`src/rtl/core/cwp_pkg.sv`:
```
// cwp_pkg: shared types, constants and helpers for circle_wall_pushout
// no dependencies
`timescale 1ns / 1ps
package cwp_pkg;

  localparam int MAX_WALLS = 256;
  localparam int ADDR_W    = $clog2(MAX_WALLS);
  localparam int CNT_W     = $clog2(MAX_WALLS + 1);
  localparam int Q_W       = 32;
  localparam int R_W       = 31;
  localparam int STORED_W  = 9;
  localparam int DIST_EPS  = 7;
  localparam int WIDE_W    = 64;
  localparam int ROOT_W    = 32;

  typedef enum logic [1:0] {
    KIND_ADD     = 2'd0,
    KIND_RESOLVE = 2'd1,
    KIND_REMOVE  = 2'd2,
    KIND_CLEAR   = 2'd3
  } kind_t;

  typedef enum logic [4:0] {
    S_IDLE, S_ADD, S_RD, S_CLAMP, S_MDX, S_MDZ, S_MRR, S_CMP, S_SQS, S_SQW,
    S_MPX, S_DXS, S_DXW, S_MPZ, S_DZS, S_DZW, S_FACE, S_NEXT, S_RMW, S_OUT
  } state_t;

  // one table row, lo_x in the lowest bits
  typedef struct packed {
    logic        [Q_W-1:0] owner;
    logic signed [Q_W-1:0] hi_z;
    logic signed [Q_W-1:0] hi_x;
    logic signed [Q_W-1:0] lo_z;
    logic signed [Q_W-1:0] lo_x;
  } wall_t;

  localparam int ENTRY_W = $bits(wall_t);

  function automatic logic signed [Q_W-1:0] sat32(input logic signed [WIDE_W-1:0] v);
    logic signed [WIDE_W-1:0] hi;
    logic signed [WIDE_W-1:0] lo;
    hi = 64'sd2147483647;
    lo = -64'sd2147483648;
    if (v > hi) sat32 = hi[Q_W-1:0];
    else if (v < lo) sat32 = lo[Q_W-1:0];
    else sat32 = v[Q_W-1:0];
  endfunction

endpackage

```
`src/rtl/core/cwp_sqrt.sv`:
```
// cwp_sqrt: iterative integer square root, one result bit per cycle
// depends on cwp_pkg
`timescale 1ns / 1ps
module cwp_sqrt (
  input  logic                         clk,
  input  logic                         rst_n,
  input  logic                         start,
  input  logic [cwp_pkg::WIDE_W-1:0]   radicand,
  output logic                         done,
  output logic [cwp_pkg::ROOT_W-1:0]   root
);
  import cwp_pkg::*;

  localparam int CW = $clog2(ROOT_W);

  logic [WIDE_W-1:0] v_r, res_r, bit_r, sum;
  logic [CW-1:0]     cnt_r;
  logic              busy_r, done_r;

  assign sum = res_r + bit_r;

  always_ff @(posedge clk) begin
    if (!rst_n) begin
      busy_r <= 1'b0;
      done_r <= 1'b0;
      cnt_r  <= '0;
    end else begin
      done_r <= busy_r && (cnt_r == CW'(ROOT_W - 1));
      if (start) begin
        busy_r <= 1'b1;
        cnt_r  <= '0;
      end else if (busy_r) begin
        cnt_r <= cnt_r + 1'b1;
        if (cnt_r == CW'(ROOT_W - 1)) busy_r <= 1'b0;
      end
    end
  end

  always_ff @(posedge clk) begin
    if (start) begin
      v_r   <= radicand;
      res_r <= '0;
      bit_r <= WIDE_W'(1) << (WIDE_W - 2);
    end else if (busy_r) begin
      if (v_r >= sum) begin
        v_r   <= v_r - sum;
        res_r <= (res_r >> 1) + bit_r;
      end else begin
        res_r <= res_r >> 1;
      end
      bit_r <= bit_r >> 2;
    end
  end

  assign done = done_r;
  assign root = res_r[ROOT_W-1:0];

endmodule

```
`config.mk`:
```
export PLATFORM = sky130hd
export DESIGN_NAME = cwp_sqrt
export DESIGN_NICKNAME = d
export VERILOG_FILES = /design/src/rtl/core/cwp_pkg.sv /design/src/rtl/core/cwp_sqrt.sv
export SDC_FILE = /design/constraint.sdc
export NUM_CORES = 1
export LEC_CHECK = 0
export ABC_AREA = 1
export BUFFER_PORTS_ARGS = -buffer_cell sky130_fd_sc_hd__buf_2
export CAP_MARGIN = 20
export CORE_ASPECT_RATIO = 1.2
export CORE_MARGIN = 8
export CORE_UTILIZATION = 40
export CTS_BUF_LIST = sky130_fd_sc_hd__clkbuf_8
export DETAILED_ROUTE_END_ITERATION = 16
export PLACE_DENSITY = 0.61
export SLEW_MARGIN = 20
export SYNTH_ARGS = -nofsm -noshare
export SYNTH_HDL_FRONTEND = slang
export SYNTH_SLANG_ARGS = --single-unit
```
`constraint.sdc`:
```
create_clock -name clk -period 5.76 [get_ports clk]
set_clock_uncertainty 0.1 [all_clocks]
set_input_delay 0.864 -clock clk [delete_from_list [all_inputs] [get_ports clk]]
set_output_delay 0.864 -clock clk [all_outputs]
set_load 0.05 [all_outputs]
```
### Yosys cells after proc, flatten, opt, wreduce, memory -nomap -nowiden

Index checks and enable logic that the tools add are counted.

* add/subtract/negate cells: 4
* magnitude comparators: 1
* equal/unequal tests: 1
* mux-type cells: 7
* bitwise gates (word level): 1
* reduce and logical (&&, ||, !) cells: 5

Operators with widths (count)
* 2-to-1 mux 64 bit: 4
* adder 63 x 63 -> 64 bit: 1
* adder 64 x 63 -> 64 bit: 1
* >= comparator 64 bit: 1
* subtractor 64 bit: 1
* adder 5 x 1 -> 5 bit, second input constant: 1
* equality test 5 bit, second input constant: 1
* nonzero test 2 bit: 2
* 2-to-1 mux 1 bit: 3
* AND reduction 2 bit: 1
* OR reduction 2 bit: 1
* logical AND 1 bit: 1
* NOT 1 bit: 1

* bits in registers: 167
* input bits: 67
* output and inout bits: 33
* word-level logic and storage cells: 25

### Logic depth before layout (Yosys ltp)

* depth after elaboration: 5
* mapped depth: 33
* gate-level depth less buffers: 31

### Least setup slack after synthesis

OpenSTA, ideal clock, no wires.

* path type: reg2reg
* from: register res_r[0]
* to: register v_r[0] (enable)
* arrival: 4.599 ns
* required time: 5.236 ns
* slack: 0.637 ns
* stages on the path, launching flop included: 26
* buffers on the path: 1
* period minus slack after synthesis: 5.123 ns
* cells stage by stage: dfxtp_1 -> ha_1 -> ha_1 -> nand2_1 -> nor2_1 -> inv_1 -> nand2_1 -> nand2_1 -> inv_1 -> or2_2 -> nand2_1 -> nand2_1 -> a21oi_1 -> o21ai_0 -> nand2_1 -> nand2_1 -> ha_1 -> nand2_1 -> nor2_1 -> nand2_1 -> nor3_2 -> nand2_2 -> nand2_4 -> nand2_2 -> buf_2 -> nand2_1

* word-level cells in the longest chain between the ends: 4

RTL lines
* start: declaration: RTL line cwp_sqrt.sv:16 `logic [WIDE_W-1:0] v_r, res_r, bit_r, sum;`
* start signal: assignment: RTL line cwp_sqrt.sv:47 `res_r <= (res_r >> 1) + bit_r;`
* start signal: assignment: RTL line cwp_sqrt.sv:49 `res_r <= res_r >> 1;`
* adder 64 x 63 -> 64 bit: RTL line cwp_sqrt.sv:20 `assign sum = res_r + bit_r;`
* >= comparator 64 bit: RTL line cwp_sqrt.sv:45 `if (v_r >= sum) begin`
* nonzero test 2 bit (no line)
* AND reduction 2 bit (no line)
* end signal: assignment: RTL line cwp_sqrt.sv:41 `v_r <= radicand;`
* end signal: assignment: RTL line cwp_sqrt.sv:46 `v_r <= v_r - sum;`
* end: declaration: RTL line cwp_sqrt.sv:16

Every way passes these cells.
A chain may end at the register's enable or synchronous reset.

### Final worst setup path

* from: register res_r[40]
* to: register v_r[9] (enable)

Same word-level chain as after synthesis.

==> flow_summary_export.csv <==
group,metric,value,unit
placement,place_inst,4269,
global_route,antenna_found_initial,2,
sta,fmax,193,MHz
worst_setup_path,r2r_end,"v_r[9]",
pwr,p_leak,0.00991,µW
route,antenna_left,0,
route,drc_errors,0,
global_route,grt-ovfl-total,0,
placement,hpwl,67800,µm
cells_and_area,stdcell_count,4301,
worst_setup_path,required,5.96,ns
cells_and_area,final_common_cell,"nand2_1",
cells_and_area,stdcell_area,0.0217,mm²
route,wl,83400,µm
route,drt_iter0_markers,1769,
worst_hold_path,hold_class,"reg2reg",
worst_setup_path,cp-start-kind,"flop",
pwr,power-per-cell-area,481,mW/mm²
die,initial_core_util,40.5,%
die,die_y,263,µm
die,die_w,222,µm
worst_setup_path,ff2ff_setup_slack,0.58,ns
synth,async_reset_ff_share,0,%
sta,maxSlewViolCount,0,
clocking,clk_path_buf_depth,2,
sta,fin_crit_sh,90.0,%
clocking,root_buffer,"clkbuf_8",
route,vias_per_cell,5.40,
die,dieArea,0.0585,mm²
worst_setup_path,crit_type,"reg2reg",
placement,io_buffer_count,99,
run_status,status,"finished, final reports clean",
synth,syn-cell-area,0.0204,mm²
synth,synth_edf_count,64,
synth,ys_ff_latch,167,
clocking,post_cts_resize_count,0,
clocking,htreeDepth,4,
die,num_io_pins,100,
synth,ys.flop_type,"dfxtp_1",
placement,gp_congestion,1.07,
worst_setup_path,crit_slowest_cell,"o21ai_0",
synth,syn_nets,3813,
cells_and_area,drive_gt1_share,5.94,%
flow_run,cap_violations,0,
worst_setup_path,cp_num_buf_inv,2,
sta,setup_tns,0,ns
pwr,ir_worst_vdd,0.335,mV
worst_setup_path,path_cells,"ha_1 > nand2_1 > o21ai_0 > nand2_1 > o21ai_0 > a21oi_1 > nor2_1 > a211oi_1 > nand3_1 > nand2_1 > ha_1 > inv_1 > nor3_1 > nand2_1 > nor2_1 > a21oi_4 > nand2_4 > nand2_2 > nand2_2 > buf_12",
worst_setup_path,cp.arrival,5.38,ns
sta,fin_crit,5.18,ns
clocking,post_cts_buffers,0,
synth,synth.distinct_cells,48,
worst_hold_path,hold_end,"cnt_r[4]",
global_route,grt_pass1_wl,126000,µm
clocking,hold_buffers,0,
worst_hold_path,hold_depth,2,
cells_and_area,syn_to_final_growth,6.41,%
clocking,clock_sink_count,167,
sta,grt_setup_unrepaired,"no",
synth,synthCells,3613,
worst_setup_path,r2r_start,"res_r[40]",
sta,whs,0.373,ns
sta,worstMarginPinSlew,1.10,ns
worst_setup_path,endpoint_kind,"flop",
worst_setup_path,cp_top_family,"simple AND/OR/NAND/NOR gates",
worst_hold_path,hp-start,"cnt_r[4]",
synth,yosys_warnings,0,
cells_and_area,final_nets,3844,
sta,hold_viol,0,
route,first_pass_iters,6,
clocking,cts_made_buffers,17,
clocking,insertion_delay,0.59,ns
synth,synth_seq_area_share,19.5,%
worst_setup_path,critical_path.max_fanout,27,
worst_setup_path,reg2reg_depth,20,
global_route,grtUsageTotal,27.8,%
route,wire_per_inst,19.4,µm
clocking,cts_tree,"done",
cells_and_area,nFillCells,5715,
sta,finalSetupViolations,0,
die,core-area,0.0503,mm²
synth,syn_avg_cell_area,5.65,µm²
route,num_vias,23200,
worst_setup_path,cpPeakStageDelay,0.46,ns
sta,relSlewSlack,26.9,%
die,core.rowCount,90,
cells_and_area,most-common-layout-cells,"nand2_1 (1203), inv_1 (508), nor2_1 (447), nand3_1 (295), a21oi_1 (212)",
placement,placed_cell_area,0.0213,mm²
clocking,clk_pin_slew,0.10,ns
global_route,grt_pass1_vias,22200,
worst_setup_path,path_common_cell,"nand2_1",
global_route,grt_max_degree,95,
[final cells by class]
class | count | area, µm² | area share [%]
multi-input cells | 2816 | 13800 | 63.7
flip-flops and latches | 167 | 3990 | 18.4
inverters | 512 | 1920 | 8.85
well taps | 644 | 806 | 3.71
repair buffers | 130 | 781 | 3.59
clock buffers | 17 | 234 | 1.08
clock inverters | 14 | 150 | 0.691
diodes | 1 | 2.50 | 0.0115
[worst min-delay path, stage by stage, from the launching register on]
cell and delay, ns:
dfxtp_1 0.33, nand2_1 0.06, a21oi_1 0.05
[synthesized netlist by cell type, types with 5 or more instances]
cell type | number | area share [%]
nand2_1 | 1204 | 22
nand3b_1 | 29 | 1.1
buf_6 | 6 | 0.33
a21o_1 | 12 | 0.44
clkbuf_1 | 44 | 0.81
nor4_1 | 6 | 0.18
dfxtp_1 | 103 | 10
buf_4 | 34 | 1.3
o211ai_1 | 7 | 0.26
xor2_1 | 49 | 2.1
o21bai_1 | 25 | 0.92
a21oi_1 | 212 | 5.2
inv_1 | 506 | 9.3
o21ai_0 | 170 | 4.2
edfxtp_1 | 64 | 9.4
buf_2 | 32 | 0.78
o21ai_1 | 14 | 0.34
a21oi_2 | 10 | 0.43
nand3_1 | 295 | 7.2
xnor2_1 | 48 | 2.1
inv_2 | 5 | 0.092
nor2_1 | 447 | 8.2
ha_1 | 132 | 8.1
or2_2 | 14 | 0.43
nor2_2 | 9 | 0.28
a31oi_1 | 15 | 0.46
nand4_1 | 31 | 0.95
nand2_2 | 9 | 0.28
nor3_1 | 44 | 1.1
o21a_1 | 5 | 0.18
and2_1 | 6 | 0.18
[cell families after synthesis]
group,Yosys count,share of synthesized area (%)
AO/OA/AOI/OAI,482,12.9
XOR/XNOR,97,4.16
adder cells (fa/ha/maj),133,8.19
buffers and inverters,630,12.7
flip-flops,167,19.5
AND/OR/NAND/NOR,2104,42.5
[state kept, by name, indices dropped and copies added, names as in the netlist]
| name | flops |
|---|---|
| res_r | 64 |
| v_r | 64 |
| cnt_r | 5 |
| busy_r | 1 |
| bit_r | 32 |
| done | 1 |
[per-layer routing]
layer / global-route usage, % / routed length [µm] / vias up
met3: 3.69 / 4640 / 233
met2: 46.9 / 38700 / 832
met1: 33.0 / 34200 / 10600
met5: 0 / 13 / -
li1: - / - / 11600
met4: 17.4 / 5830 / 2
[worst max path at each step]
stage,from,end,slack (ns),cells past startpoint
finish,res_r[40],v_r[9],0.58,20
global route,res_r[16],v_r[24],0.28,24
CTS,res_r[40],v_r[24],0.69,20
detailed placement,res_r[40],v_r[7],0.73,20
global placement,res_r[40],v_r[7],0.70,20
floorplan,res_r[0],v_r[0],0.64,25
[through the flow]
stage | total power, µW | utilization (%) | setup slack, ns
finish | 10400 | 43.1 | 0.576
global route | 11300 | 43.1 | 0.285
CTS | 10300 | 43.1 | 0.691
detailed placement | 9350 | 42.4 | 0.733
global placement | 9350 | 42.4 | 0.698
floorplan | 7350 | - | 0.637
[where the power goes]
group	internal, µW	leakage [µW]	switching (µW)	total [µW]
logic	2400	0.00822	4990	7390
registers	1710	0.00148	411	2120
clock network	387	0.000199	554	942
total	4490	0.00991	5960	10400
Power figures use the tool's default switching activity.
