**src/rtl/core/cwp_pkg.sv**
```systemverilog
// cwp_pkg: shared types, constants and helpers for circle_wall_pushout
// no dependencies
`timescale 1ns / 1ps
package cwp_pkg;

  localparam int MAX_WALLS = 256;
  localparam int ADDR_W    = $clog2(MAX_WALLS);
  localparam int CNT_W     = $clog2(MAX_WALLS + 1);
  localparam int Q_W       = 32;
  localparam int R_W       = 31;
  localparam int STORED_W  = 9;
  localparam int DIST_EPS  = 7;
  localparam int WIDE_W    = 64;
  localparam int ROOT_W    = 32;

  typedef enum logic [1:0] {
    KIND_ADD     = 2'd0,
    KIND_RESOLVE = 2'd1,
    KIND_REMOVE  = 2'd2,
    KIND_CLEAR   = 2'd3
  } kind_t;

  typedef enum logic [4:0] {
    S_IDLE, S_ADD, S_RD, S_CLAMP, S_MDX, S_MDZ, S_MRR, S_CMP, S_SQS, S_SQW,
    S_MPX, S_DXS, S_DXW, S_MPZ, S_DZS, S_DZW, S_FACE, S_NEXT, S_RMW, S_OUT
  } state_t;

  // one table row, lo_x in the lowest bits
  typedef struct packed {
    logic        [Q_W-1:0] owner;
    logic signed [Q_W-1:0] hi_z;
    logic signed [Q_W-1:0] hi_x;
    logic signed [Q_W-1:0] lo_z;
    logic signed [Q_W-1:0] lo_x;
  } wall_t;

  localparam int ENTRY_W = $bits(wall_t);

  function automatic logic signed [Q_W-1:0] sat32(input logic signed [WIDE_W-1:0] v);
    logic signed [WIDE_W-1:0] hi;
    logic signed [WIDE_W-1:0] lo;
    hi = 64'sd2147483647;
    lo = -64'sd2147483648;
    if (v > hi) sat32 = hi[Q_W-1:0];
    else if (v < lo) sat32 = lo[Q_W-1:0];
    else sat32 = v[Q_W-1:0];
  endfunction

endpackage

```
**src/rtl/core/cwp_div.sv**
```systemverilog
// cwp_div: restoring unsigned divider, one quotient bit per cycle
// depends on cwp_pkg
`timescale 1ns / 1ps
module cwp_div (
  input  logic                        clk,
  input  logic                        rst_n,
  input  logic                        start,
  input  logic [cwp_pkg::WIDE_W-1:0]  dividend,
  input  logic [cwp_pkg::ROOT_W-1:0]  divisor,
  output logic                        done,
  output logic [cwp_pkg::WIDE_W-1:0]  quotient
);
  import cwp_pkg::*;

  localparam int CW = $clog2(WIDE_W);

  logic [ROOT_W:0]   rem_r, rem_sh;
  logic [WIDE_W-1:0] quo_r;
  logic [ROOT_W-1:0] dvs_r;
  logic [CW-1:0]     cnt_r;
  logic              busy_r, done_r, ge;

  assign rem_sh = {rem_r[ROOT_W-1:0], quo_r[WIDE_W-1]};
  assign ge     = rem_sh >= {1'b0, dvs_r};

  always_ff @(posedge clk) begin
    if (!rst_n) begin
      busy_r <= 1'b0;
      done_r <= 1'b0;
      cnt_r  <= '0;
    end else begin
      done_r <= busy_r && (cnt_r == CW'(WIDE_W - 1));
      if (start) begin
        busy_r <= 1'b1;
        cnt_r  <= '0;
      end else if (busy_r) begin
        cnt_r <= cnt_r + 1'b1;
        if (cnt_r == CW'(WIDE_W - 1)) busy_r <= 1'b0;
      end
    end
  end

  always_ff @(posedge clk) begin
    if (start) begin
      rem_r <= '0;
      quo_r <= dividend;
      dvs_r <= divisor;
    end else if (busy_r) begin
      rem_r <= ge ? rem_sh - {1'b0, dvs_r} : rem_sh;
      quo_r <= {quo_r[WIDE_W-2:0], ge};
    end
  end

  assign done     = done_r;
  assign quotient = quo_r;

endmodule

```
**config.mk**
```make
export PLATFORM = sky130hd
export DESIGN_NAME = cwp_div
export DESIGN_NICKNAME = d
export VERILOG_FILES = /design/src/rtl/core/cwp_pkg.sv /design/src/rtl/core/cwp_div.sv
export SDC_FILE = /design/constraint.sdc
export NUM_CORES = 1
export LEC_CHECK = 0
export ABC_AREA = 1
export BUFFER_PORTS_ARGS = -buffer_cell sky130_fd_sc_hd__buf_2
export CAP_MARGIN = 0
export CORE_AREA = 8 8 152 154
export CTS_CLUSTER_SIZE = 16
export DETAILED_ROUTE_END_ITERATION = 8
export DIE_AREA = 0 0 160 162
export GPL_ROUTABILITY_DRIVEN = 0
export PLACE_DENSITY = 0.7
export SETUP_SLACK_MARGIN = 0.4
export SLEW_MARGIN = 20
export SYNTH_ARGS = -nofsm -noshare
export SYNTH_HDL_FRONTEND = slang
export SYNTH_SLANG_ARGS = --single-unit
```
**constraint.sdc**
```tcl
create_clock -name clk -period 3.7 [get_ports clk]
set_input_delay 0.185 -clock clk [delete_from_list [all_inputs] [get_ports clk]]
set_output_delay 0.185 -clock clk [all_outputs]
set_load 0.01 [all_outputs]
```
# [Word-level counts from Yosys, hierarchy flattened]
# Cells that the tools add are included.
[word_totals] reg_bits=136 out_inout_bits=65 word_cells=20 in_bits=99
[op_classes] mux=6 n_addsub=2 magnitude_cmp=1 eq_ne=1 n_reduce_logical=3 bitwise_logic=1
[ops] operator="$mux 64" n=2
[ops] operator="$ge 33x32->1" n=1
[ops] operator="$mux 32" n=1
[ops] operator="$sub 32x32->32" n=1
[ops] operator="$add 6x1->6 const B" n=1
[ops] operator="$eq 6x6->1 const B" n=1
[ops] operator="$mux 1" n=3
[ops] operator="$reduce_bool 2->1" n=1
[ops] operator="$reduce_or 2->1" n=1
[ops] operator="$logic_and 1x1->1" n=1
[ops] operator="$not 1->1" n=1

# [Depth between registers and ports, before layout]
# Gate-level depths: netlist of run 1.
[depth] ltp_word=4 depth_mapped=16 depth_no_buf=16

# [Least setup slack after synthesis of run 1]
# No wires, ideal clock.
[synth_path] kind="flip-flop to flip-flop" startpoint="reg busy_r" endpoint="reg quo_r[0] (netlist: quotient[0]) (enable)" path_buffers=1 setup_time_ns=0.454 path_slack_ns=0.739 stages_incl_launch_ff=4 required_ns=3.246 arrival_ns=2.506 synth_period_minus_slack_ns=2.961 path_cell_list="dfxtp_1 > nor2_1 > inv_1 > clkbuf_1"
[synth_via] elab_chain_cells=1
[synth_lines] item="start: declaration" line="cwp_div.sv:21" text="logic busy_r, done_r, ge;"
[synth_lines] item="start signal: assignment" line="cwp_div.sv:28" text="busy_r <= 1'b0;"
[synth_lines] item="start signal: assignment" line="cwp_div.sv:34" text="busy_r <= 1'b1;"
[synth_lines] item="start signal: assignment" line="cwp_div.sv:38" text="if (cnt_r == CW'(WIDE_W - 1)) busy_r <= 1'b0;"
[synth_lines] item="$reduce_bool 2->1 (no source line)"
[synth_lines] item="end signal: assignment" line="cwp_div.sv:46" text="quo_r <= dividend;"
[synth_lines] item="end signal: assignment" line="cwp_div.sv:50" text="quo_r <= {quo_r[WIDE_W-2:0], ge};"
[synth_lines] item="end: declaration" line="cwp_div.sv:18" text="logic [WIDE_W-1:0] quo_r;"
# Every way passes these cells.
# A chain may end at the register's enable or synchronous reset.

# [Final worst setup path of run 1]
[layout_path] startpoint="reg dvs_r[30]" endpoint="reg rem_r[6]"
[layout_via] elab_chain_cells=2
[layout_lines] item="start: declaration" line="cwp_div.sv:19" text="logic [ROOT_W-1:0] dvs_r;"
[layout_lines] item="start signal: assignment" line="cwp_div.sv:47" text="dvs_r <= divisor;"
[layout_lines] item="$ge 33x32->1" line="cwp_div.sv:24" text="assign ge = rem_sh >= {1'b0, dvs_r};"
[layout_lines] item="$mux 32" line="cwp_div.sv:49" text="rem_r <= ge ? rem_sh - {1'b0, dvs_r} : rem_sh;"
[layout_lines] item="end signal: assignment" line="cwp_div.sv:49"
[layout_lines] item="end: declaration" line="cwp_div.sv:17" text="logic [ROOT_W:0] rem_r, rem_sh;"
# Every way passes these cells.

==> impl_metrics.ini, run 1 <==
[outcome]
status = finished clean

[logic_synthesis]
syn_area_per_cell_um2 = 7.35
syn-num-nets = 1232
yosysWarnings = 0
seq_area_frac_synth = 0.456
synthCells = 1099
synth_top_area_cell = edfxtp_1
synth_area_um2 = 8070
synth_top_area_share = 0.357
ys_types = 32
ys_ff_latch = 136
synth_area_leaders = edfxtp_1, nand2_1, dfxtp_1, inv_1, ha_1

[grt]
grt.overflow.total = 0
grt_max_degree = 84
met3_usage = 0.0630
grt_antenna_before_repair = 2
grt_busiest_layer = met2
grt_use_total = 0.177
grt_util_met2 = 0.291
use_met1 = 0.212
grt_pass1_vias = 7587
grt_pass1_wl_um = 37400

[power_and_ir_drop]
peakVddDrop_v = 0.000295
p_clk_frac = 0.425
pwr-share-seq = 0.447
swShare = 0.280
p_comb_frac = 0.127
power_leakage_nw = 5.31
switching_power_mw = 1.14
internal_power_mw = 2.92
powerDensity_nw_per_um2 = 402

[timing]
tns_ps = 0
worst_slew_pin_slew_ps = 1060
hold_viol = 0
drv_slew = 0
setup_viol = 0
rsz0062_at_grt = no
fmax_mhz = 362
fin_crit_ps = 2760
post-route-period-util = 0.746
worst_slack_ps = 938
relSlewSlack = 0.294
clock_skew_ps = 10.2

[drt]
vias = 7588
wl_per_cell_um = 14.5
drc = 0
vias_per_cell = 4.80
dr.pass1.iters = 6
routed_wl_um = 23000
antenna_left = 0
drtIter0Drc = 479

[job]
max_cap_violations = 0

[cts]
cts_buffers = 17
cts.sinks = 136
h-tree-depth = 4
cts_root_buffer = clkbuf_16
cts_tree = built
clock_latency_ps = 430
clockBufferDepth = 2
path_clk_slew_ps = 70

[die]
initial_core_util = 0.390
rows = 53
dieArea_um2 = 25900
core_area_um2 = 20700
fp.dieW_um = 160
die_h_um = 162
io_pins = 164

[cells_and_area]
n_antenna_cell = 0
nets = 1426
areaGrowthSynthToFinish_pct = 24.7
drive_above_1_share = 0.171
fillers = 2053

[placement]
place_hpwl_um = 16900
port_buffers = 163
place_ws_ps = 989

[min_path]
hold_class = primary input to flop

[worst_setup_path]
cp_top_family = simple AND/OR/NAND/NOR gates
slowest_delay_ps = 390
critPathCaptureType = flop
critPathRequiredTime_ps = 4040
worst-path-buf-inv = 2
path_max_fanout = 34
crit_path_cell_trace = inv_1 -> ha_1 -> a21oi_1 -> nor2_1 -> nor3_1 -> nand3_2 -> nor2_4 -> buf_4 -> nand2_4 -> nand2_1 -> nand3_1 -> o21ai_1
cp_slowest_cell = buf_4
cp.arrival_ps = 3100
timing_worst_setup_path_type = flop to flop
start_kind = flop
[layer usage]
| metal | wire, um | up-vias |
|---|---|---|
| met3 | 2040 | 34 |
| li1 | - | 3809 |
| met1 | 10100 | 3440 |
| met2 | 10500 | 301 |
| met4 | 374 | 4 |
| met5 | 29 | - |
[final cells by class]
| cell class | count | area [um2] | area share |
|---|---|---|---|
| clock buffers | 17 | 425 | 0.0422 |
| flip-flops and latches | 136 | 3680 | 0.366 |
| inverters | 174 | 654 | 0.0650 |
| repair buffers | 204 | 1210 | 0.120 |
| multi-input cells | 760 | 3590 | 0.357 |
| well taps | 275 | 344 | 0.0342 |
| clock inverters | 15 | 158 | 0.0157 |
[kinds of logic (layout without fill, tap and decap cells)]
family / after synthesis / in the layout / share of synthesized area
xor gates and xnor gates: 16 / 16 / 0.0174
buffers and inverters: 203 / 410 / 0.0990
AOI/OAI and AO/OA: 49 / 49 / 0.0322
adders and majority gates: 34 / 34 / 0.0536
and+or+nand+nor: 661 / 661 / 0.342
DFF: 136 / 136 / 0.456
[cell usage in the layout (no fill, tap or decap), types with 3 or more instances in the layout]
master	n
inv_1	172
a21oi_1	21
o21bai_1	4
inv_6	7
nor2_2	9
nand3_1	79
dlygate4sd3_1	35
nor2_1	44
xnor2_1	14
nand2_1	482
nand4_1	3
dfxtp_1	40
buf_2	162
edfxtp_1	96
nor3_1	7
nand2_2	7
buf_4	7
o21ai_0	7
and2_1	3
nand3b_1	20
o21ai_1	14
ha_1	33
clkbuf_16	17
[through the flow]
step                hold WS, ps  instance area (um2)  total power, mW  cells  utilization
floorplan                   284                 8070             2.11   1099            -
global placement            363                 9140             2.33   1514        0.442
detailed placement          363                 9140             2.33   1514        0.442
CTS                       0.215                10100             4.10   1581        0.487
global route               11.5                10100             4.22   1581        0.487
finish                     23.6                10100             4.05   1581        0.487
[registers in the layout, summed over array words and instances, names as in the netlist]
register  cells
quotient     64
done          1
dvs_r        32
busy_r        1
cnt_r         6
rem_r        32
[final timing paths]
| check | from | endpoint | slack (ps) | depth (start not counted) |
|---|---|---|---|---|
| min | dividend[12] | quotient[12] | 20 | 3 |
| max reg2reg | dvs_r[30] | rem_r[6] | 940 | 12 |
| max | dvs_r[30] | rem_r[6] | 940 | 12 |
| min reg2reg | rem_r[20] | rem_r[20] | 470 | 2 |
[cells in the mapped netlist]
| cell | instances |
|---|---|
| nand2_1 | 482 |
| inv_1 | 174 |
| edfxtp_1 | 96 |
| nand3_1 | 79 |
| nor2_1 | 45 |
| dfxtp_1 | 40 |
| ha_1 | 33 |
| a21oi_1 | 21 |
| nand3b_1 | 20 |
| clkbuf_1 | 15 |
| o21ai_1 | 14 |
| xnor2_1 | 14 |
| nor2_2 | 8 |
| nand2_2 | 7 |
| nor3_1 | 7 |
| o21ai_0 | 7 |
| buf_2 | 6 |
| o21bai_1 | 4 |
| and2_1 | 3 |
| buf_1 | 3 |
| buf_6 | 3 |
| nand4_1 | 3 |
| a31oi_1 | 2 |
| buf_4 | 2 |
| nand2_4 | 2 |
| nand3_2 | 2 |
| xor2_1 | 2 |
| and3_1 | 1 |
| fa_1 | 1 |
| nor2_4 | 1 |
| nor3b_1 | 1 |
| o211ai_1 | 1 |
[power groups by stage]
stage / Clock [mW] / Combinational (mW) / Sequential, mW
after CTS: 1.76 / 0.523 / 1.81
final: 1.72 / 0.515 / 1.81
after detailed placement: 0 / 0.493 / 1.84
after global placement: 0 / 0.489 / 1.84
after global routing: 1.82 / 0.578 / 1.82
after floorplan: 0 / 0.241 / 1.87
[worst register-to-register path, cell delays in order, from the launching register on]
cell	delay, ps
edfxtp_1	360
inv_1	80
ha_1	300
a21oi_1	230
nor2_1	60
nor3_1	360
nand3_2	150
nor2_4	90
buf_4	390
nand2_4	340
nand2_1	160
nand3_1	90
o21ai_1	90
[repair_timing]
action	4_1_cts	5_1_grt
hold endpoints to repair	36	0
hold buffers	35	0
setup buffers	0	0
gates resized for setup	0	0
endpoints found under the setup margin	0	0
Power figures use the tool's default switching activity.
==> run 2, diff against run 1 <==
--- a/config.mk
+++ b/config.mk
@@ -13,7 +13,7 @@
 export DETAILED_ROUTE_END_ITERATION = 8
 export DIE_AREA = 0 0 160 162
 export GPL_ROUTABILITY_DRIVEN = 0
-export PLACE_DENSITY = 0.7
+export PLACE_DENSITY = 0.73
 export SETUP_SLACK_MARGIN = 0.4
 export SLEW_MARGIN = 20
 export SYNTH_ARGS = -nofsm -noshare
==> constraint.sdc (replaced) <==
create_clock -name clk -period 2.43 [get_ports clk]
set_input_delay 0.1215 -clock clk [delete_from_list [all_inputs] [get_ports clk]]
set_output_delay 0.1215 -clock clk [all_outputs]
set_load 0.01 [all_outputs]
==> run 2 against run 1 <==
Against the previous run: the flow now finishes with violations (hold timing); clock skew rose by 1.3 ps; first-iteration DRC count grew 96%; cell count grew 6.4%; non-clock buffer count is 98 higher; critical endpoint is now rem_r[26]; largest cell class is now multi-input combinational cells.
==> impl_metrics.ini, run 2 (synthesized netlist as in run 1, its figures left out) <==
[drt]
drtIter0Drc = 938
antenna_left = 0
routed_wl_um = 28900
dr.pass1.iters = 8
wl_per_cell_um = 17.2
drc = 0
vias_per_cell = 5.16
vias = 8683

[outcome]
violations = hold timing
status = complete, but fails checks

[grt]
grt.overflow.total = 0
grt_antenna_before_repair = 1
grt_pass1_vias = 8571
grt_max_degree = 66
grt_pass1_wl_um = 42300
grt_use_total = 0.202

[cts]
clock_latency_ps = 440
cts_buffers = 17
h-tree-depth = 4
path_clk_slew_ps = 70
cts_root_buffer = clkbuf_16
cts.sinks = 136
clockBufferDepth = 2
cts_tree = built

[power_and_ir_drop]
internal_power_mw = 4.53
powerDensity_nw_per_um2 = 535
p_comb_frac = 0.167
peakVddDrop_v = 0.000443
p_clk_frac = 0.404
pwr-share-seq = 0.429
power.total_mw = 6.46
power_leakage_nw = 5.95
switching_power_mw = 1.93
swShare = 0.299

[timing]
fin_crit_ps = 2150
holdWs_ps = -11.9
tns_ps = 0
post-route-period-util = 0.886
worst_slew_pin_slew_ps = 511
relSlewSlack = 0.660
drv_slew = 0
fmax_mhz = 464
clock_skew_ps = 11.5
setup_viol = 0
hold_viol = 1
rsz0062_at_grt = yes

[placement]
port_buffers = 163
dp_cells = 1521
place_hpwl_um = 16900

[worst_setup_path]
cp.arrival_ps = 2480
timing_worst_setup_path_type = flop to flop
start_kind = flop
critPathRequiredTime_ps = 2760
critPathCaptureType = flop
path_max_fanout = 8

[min_path]
hold_class = primary input to flop

[cells_and_area]
layout_commonest_cell = nand2_1
final_cells = 1682
layout_common_cells = nand2_1, buf_2, inv_1
n_antenna_cell = 0
layout.area.seq_um2 = 3680
nets = 1527
fillers = 1702
multi_input_comb_area_um2 = 4500
largest_reg_flops = 64
areaGrowthSynthToFinish_pct = 49.6
drive_above_1_share = 0.294

[die]
die_h_um = 162
io_pins = 164
core_area_um2 = 20700
dieArea_um2 = 25900
fp.dieW_um = 160
initial_core_util = 0.390
rows = 53

[job]
max_cap_violations = 0
run 2: layout make-up:
cell class,count,area share
Tap cell,275,0.0285
Sequential cell,136,0.305
Clock buffer,17,0.0352
Timing Repair Buffer,302,0.192
Multi-Input combinational cell,763,0.372
Clock inverter,15,0.0129
Inverter,174,0.0543
run 2: critical path: stages (launching register included):
cell,delay [ps]
edfxtp_1,350
inv_2,60
ha_4,300
nand2_2,90
nor2_2,150
nand3_1,90
nor2_1,130
nand2_1,100
nand3_2,110
nor2_4,50
buf_12,170
buf_12,140
nand2_8,90
nand2_1,80
nand3_1,70
nand2_1,50
run 2: metrics by stage:
step / util / worst slack, ps / area (um2)
6_report: 0.584 / 277 / 12100
3_3_place_gp: 0.445 / 84.5 / 9220
4_1_cts: 0.554 / 359 / 11500
2_1_floorplan: - / 469 / 8080
3_5_place_dp: 0.445 / 65.5 / 9220
5_1_grt: 0.584 / 180 / 12100
run 2: path summary, 6_finish.rpt:
kind	cells after the start	slack [ps]	endpoint	startpoint
hold / removal	3	-10	quotient[62]	dividend[62]
hold reg to reg	2	470	cnt_r[5]	cnt_r[5]
setup / recovery	15	280	rem_r[26]	dvs_r[7]
setup reg to reg	15	280	rem_r[26]	dvs_r[7]
run 2: repair_timing:
item	CTS	global route
resized for setup	83	129
cloned	4	3
hold endpoints to repair	96	0
hold buffers	95	0
setup endpoints to repair	33	33
buffers inserted	10	17
pin swaps	9	41
run 2: power groups by stage:
| stage | registers [mW] | logic (mW) | clock network, mW |
|---|---|---|---|
| final | 2.77 | 1.08 | 2.61 |
| after global routing | 2.79 | 1.17 | 2.74 |
| after CTS | 2.76 | 0.959 | 2.64 |
| after detailed placement | 2.80 | 0.760 | 0 |
| after global placement | 2.80 | 0.748 | 0 |
| after floorplan | 2.85 | 0.367 | 0 |
run 2: per-layer routing:
| metal | share of wire | global-route usage |
|---|---|---|
| met4 | 0.048 | 0.0926 |
| met5 | 0.00042 | 0 |
| met2 | 0.47 | 0.340 |
| met3 | 0.10 | 0.0699 |
| met1 | 0.38 | 0.227 |
==> run 3, diff against run 2 <==
--- a/config.mk
+++ b/config.mk
@@ -8,12 +8,12 @@
 export ABC_AREA = 1
 export BUFFER_PORTS_ARGS = -buffer_cell sky130_fd_sc_hd__buf_2
 export CAP_MARGIN = 0
-export CORE_AREA = 8 8 152 154
+export CORE_AREA = 8 8 161 163
 export CTS_CLUSTER_SIZE = 16
 export DETAILED_ROUTE_END_ITERATION = 8
-export DIE_AREA = 0 0 160 162
+export DIE_AREA = 0 0 169 171
 export GPL_ROUTABILITY_DRIVEN = 0
-export PLACE_DENSITY = 0.73
+export PLACE_DENSITY = 0.67
 export SETUP_SLACK_MARGIN = 0.4
 export SLEW_MARGIN = 20
 export SYNTH_ARGS = -nofsm -noshare
==> run 3 against run 2 <==
Against the previous run: the flow now finishes without violations; sequential share of layout area rose by 0.53 points; setup slack got worse by 6.5 ps; utilization fell by 7.3 points; power rose by 1.8%; register-to-register slack barely moved; clock skew rose by 3.6 ps; design area fell by 1.7%; largest cell class unchanged; largest power group is now clock.
==> impl_metrics.ini, run 3 (synthesized netlist as in run 1, its figures left out) <==
[outcome]
status = finished clean

[drt]
antenna_left = 0
drtIter0Drc = 646
vias = 8230
routed_wl_um = 27500
vias_per_cell = 4.81
dr.pass1.iters = 7
drc = 0
wl_per_cell_um = 16.1

[cells_and_area]
layout_common_cells = nand2_1, buf_2, inv_1
n_antenna_cell = 0
layout_commonest_cell = nand2_1
nets = 1513
largest_reg_flops = 64
fin_util = 0.511
final_cells = 1712
areaGrowthSynthToFinish_pct = 47.1
drive_above_1_share = 0.256

[timing]
post-route-period-util = 0.889
drv_slew = 0
setup_viol = 0
worst_slew_pin_slew_ps = 665
fin_crit_ps = 2160
hold_viol = 0
fmax_mhz = 463
clock_skew_ps = 15.1
tns_ps = 0
rsz0062_at_grt = yes
relSlewSlack = 0.557
holdWs_ps = 10.8

[worst_setup_path]
worst-path-buf-inv = 3
path_max_fanout = 8
slowest_delay_ps = 320
critPathCaptureType = flop
crit_path_cell_trace = inv_1 -> ha_4 -> nand2_1 -> nor2_2 -> nand3_2 -> nor2_2 -> nand2_2 -> nand3_2 -> nor2_4 -> buf_12 -> buf_12 -> nand2_8 -> nand2_2 -> nand3_1 -> o21ai_1
timing_worst_setup_path_type = flop to flop
cp_top_family = simple AND/OR/NAND/NOR gates
cp.arrival_ps = 2460
critPathRequiredTime_ps = 2730
cp_slowest_cell = edfxtp_1
start_kind = flop

[die]
die_h_um = 171
rows = 56
core_area_um2 = 23300
dieArea_um2 = 28900
io_pins = 164
initial_core_util = 0.347
fp.dieW_um = 169

[job]
max_cap_violations = 0

[grt]
grt_max_degree = 84
grt_use_total = 0.189
grt_pass1_wl_um = 43400
grt_antenna_before_repair = 0
grt.overflow.total = 0
grt_pass1_vias = 8326

[cts]
h-tree-depth = 4
clock_latency_ps = 430
clockBufferDepth = 2
cts_buffers = 17
cts_tree = built
cts.sinks = 136
cts_root_buffer = clkbuf_16
path_clk_slew_ps = 80

[placement]
port_buffers = 163
place_hpwl_um = 17600
dp_cells = 1563

[power_and_ir_drop]
peakVddDrop_v = 0.000400
power_leakage_nw = 5.89
powerDensity_nw_per_um2 = 554

[min_path]
hold_class = primary input to flop
## run 3: cell types whose count changed in the layout (fill, tap and decap cells not counted), moves of 6 or more
| cell | change |
|---|---|
| nand2_1 | +22 |
| nand2_2 | -13 |
| buf_4 | -12 |
| inv_1 | +19 |
| inv_2 | -18 |
| nor2_4 | -6 |
| nand2_4 | -8 |
## run 3: what timing repair did
| action | 4_1_cts | 5_1_grt |
|---|---|---|
| pin swaps | 15 | 23 |
| resized for setup | 98 | 43 |
| cloned | 5 | 3 |
| endpoints found under the hold margin | 94 | 0 |
| setup endpoints to repair | 33 | 33 |
| hold buffers | 93 | 0 |
| buffers inserted | 14 | 2 |
## run 3: cell type report
type                    count  area (um2)
clock buffers              17         425
clock inverters            15         195
fillers                  2153       11400
inverters                 174         653
multi-input cells         763        4290
flip-flops and latches    136        3680
well taps                 319         399
repair buffers            288        2230
## run 3: through the flow
| step | total power, mW | setup WS (ps) | instance area (um2) |
|---|---|---|---|
| 3_5_place_dp | 3.57 | 80.9 | 9260 |
| 5_1_grt | 6.83 | 181 | 11900 |
| 4_1_cts | 6.56 | 339 | 11600 |
| 6_report | 6.58 | 270 | 11900 |
| 2_1_floorplan | 3.21 | 469 | 8080 |
| 3_3_place_gp | 3.56 | 97.2 | 9260 |
## run 3: power breakdown
group	internal (mW)	leakage [nW]	switching, mW
Sequential	2.68	1.29	0.0926
Clock	1.58	0.303	1.22
Combinational	0.451	4.29	0.556
Total	4.71	5.89	1.87
## run 3: final timing paths
check,endpoint,start,slack [ps],cells after the start
worst max-delay path,rem_r[15],dvs_r[4],270,15
worst min-delay path,quotient[49],dividend[49],10,3
worst max register to register,rem_r[15],dvs_r[4],270,15
worst min register to register,cnt_r[5],cnt_r[5],470,2
## run 3: tightest hold or removal path, cell delays in order
cell	delay [ps]
buf_2	70
nand2_1	50
nand2_1	80
## run 3: routing by layer
metal | wire (um) | track usage
met1 | 11200 | 0.228
met2 | 12600 | 0.309
met3 | 2770 | 0.0585
met4 | 1060 | 0.0843
met5 | 0 | 0
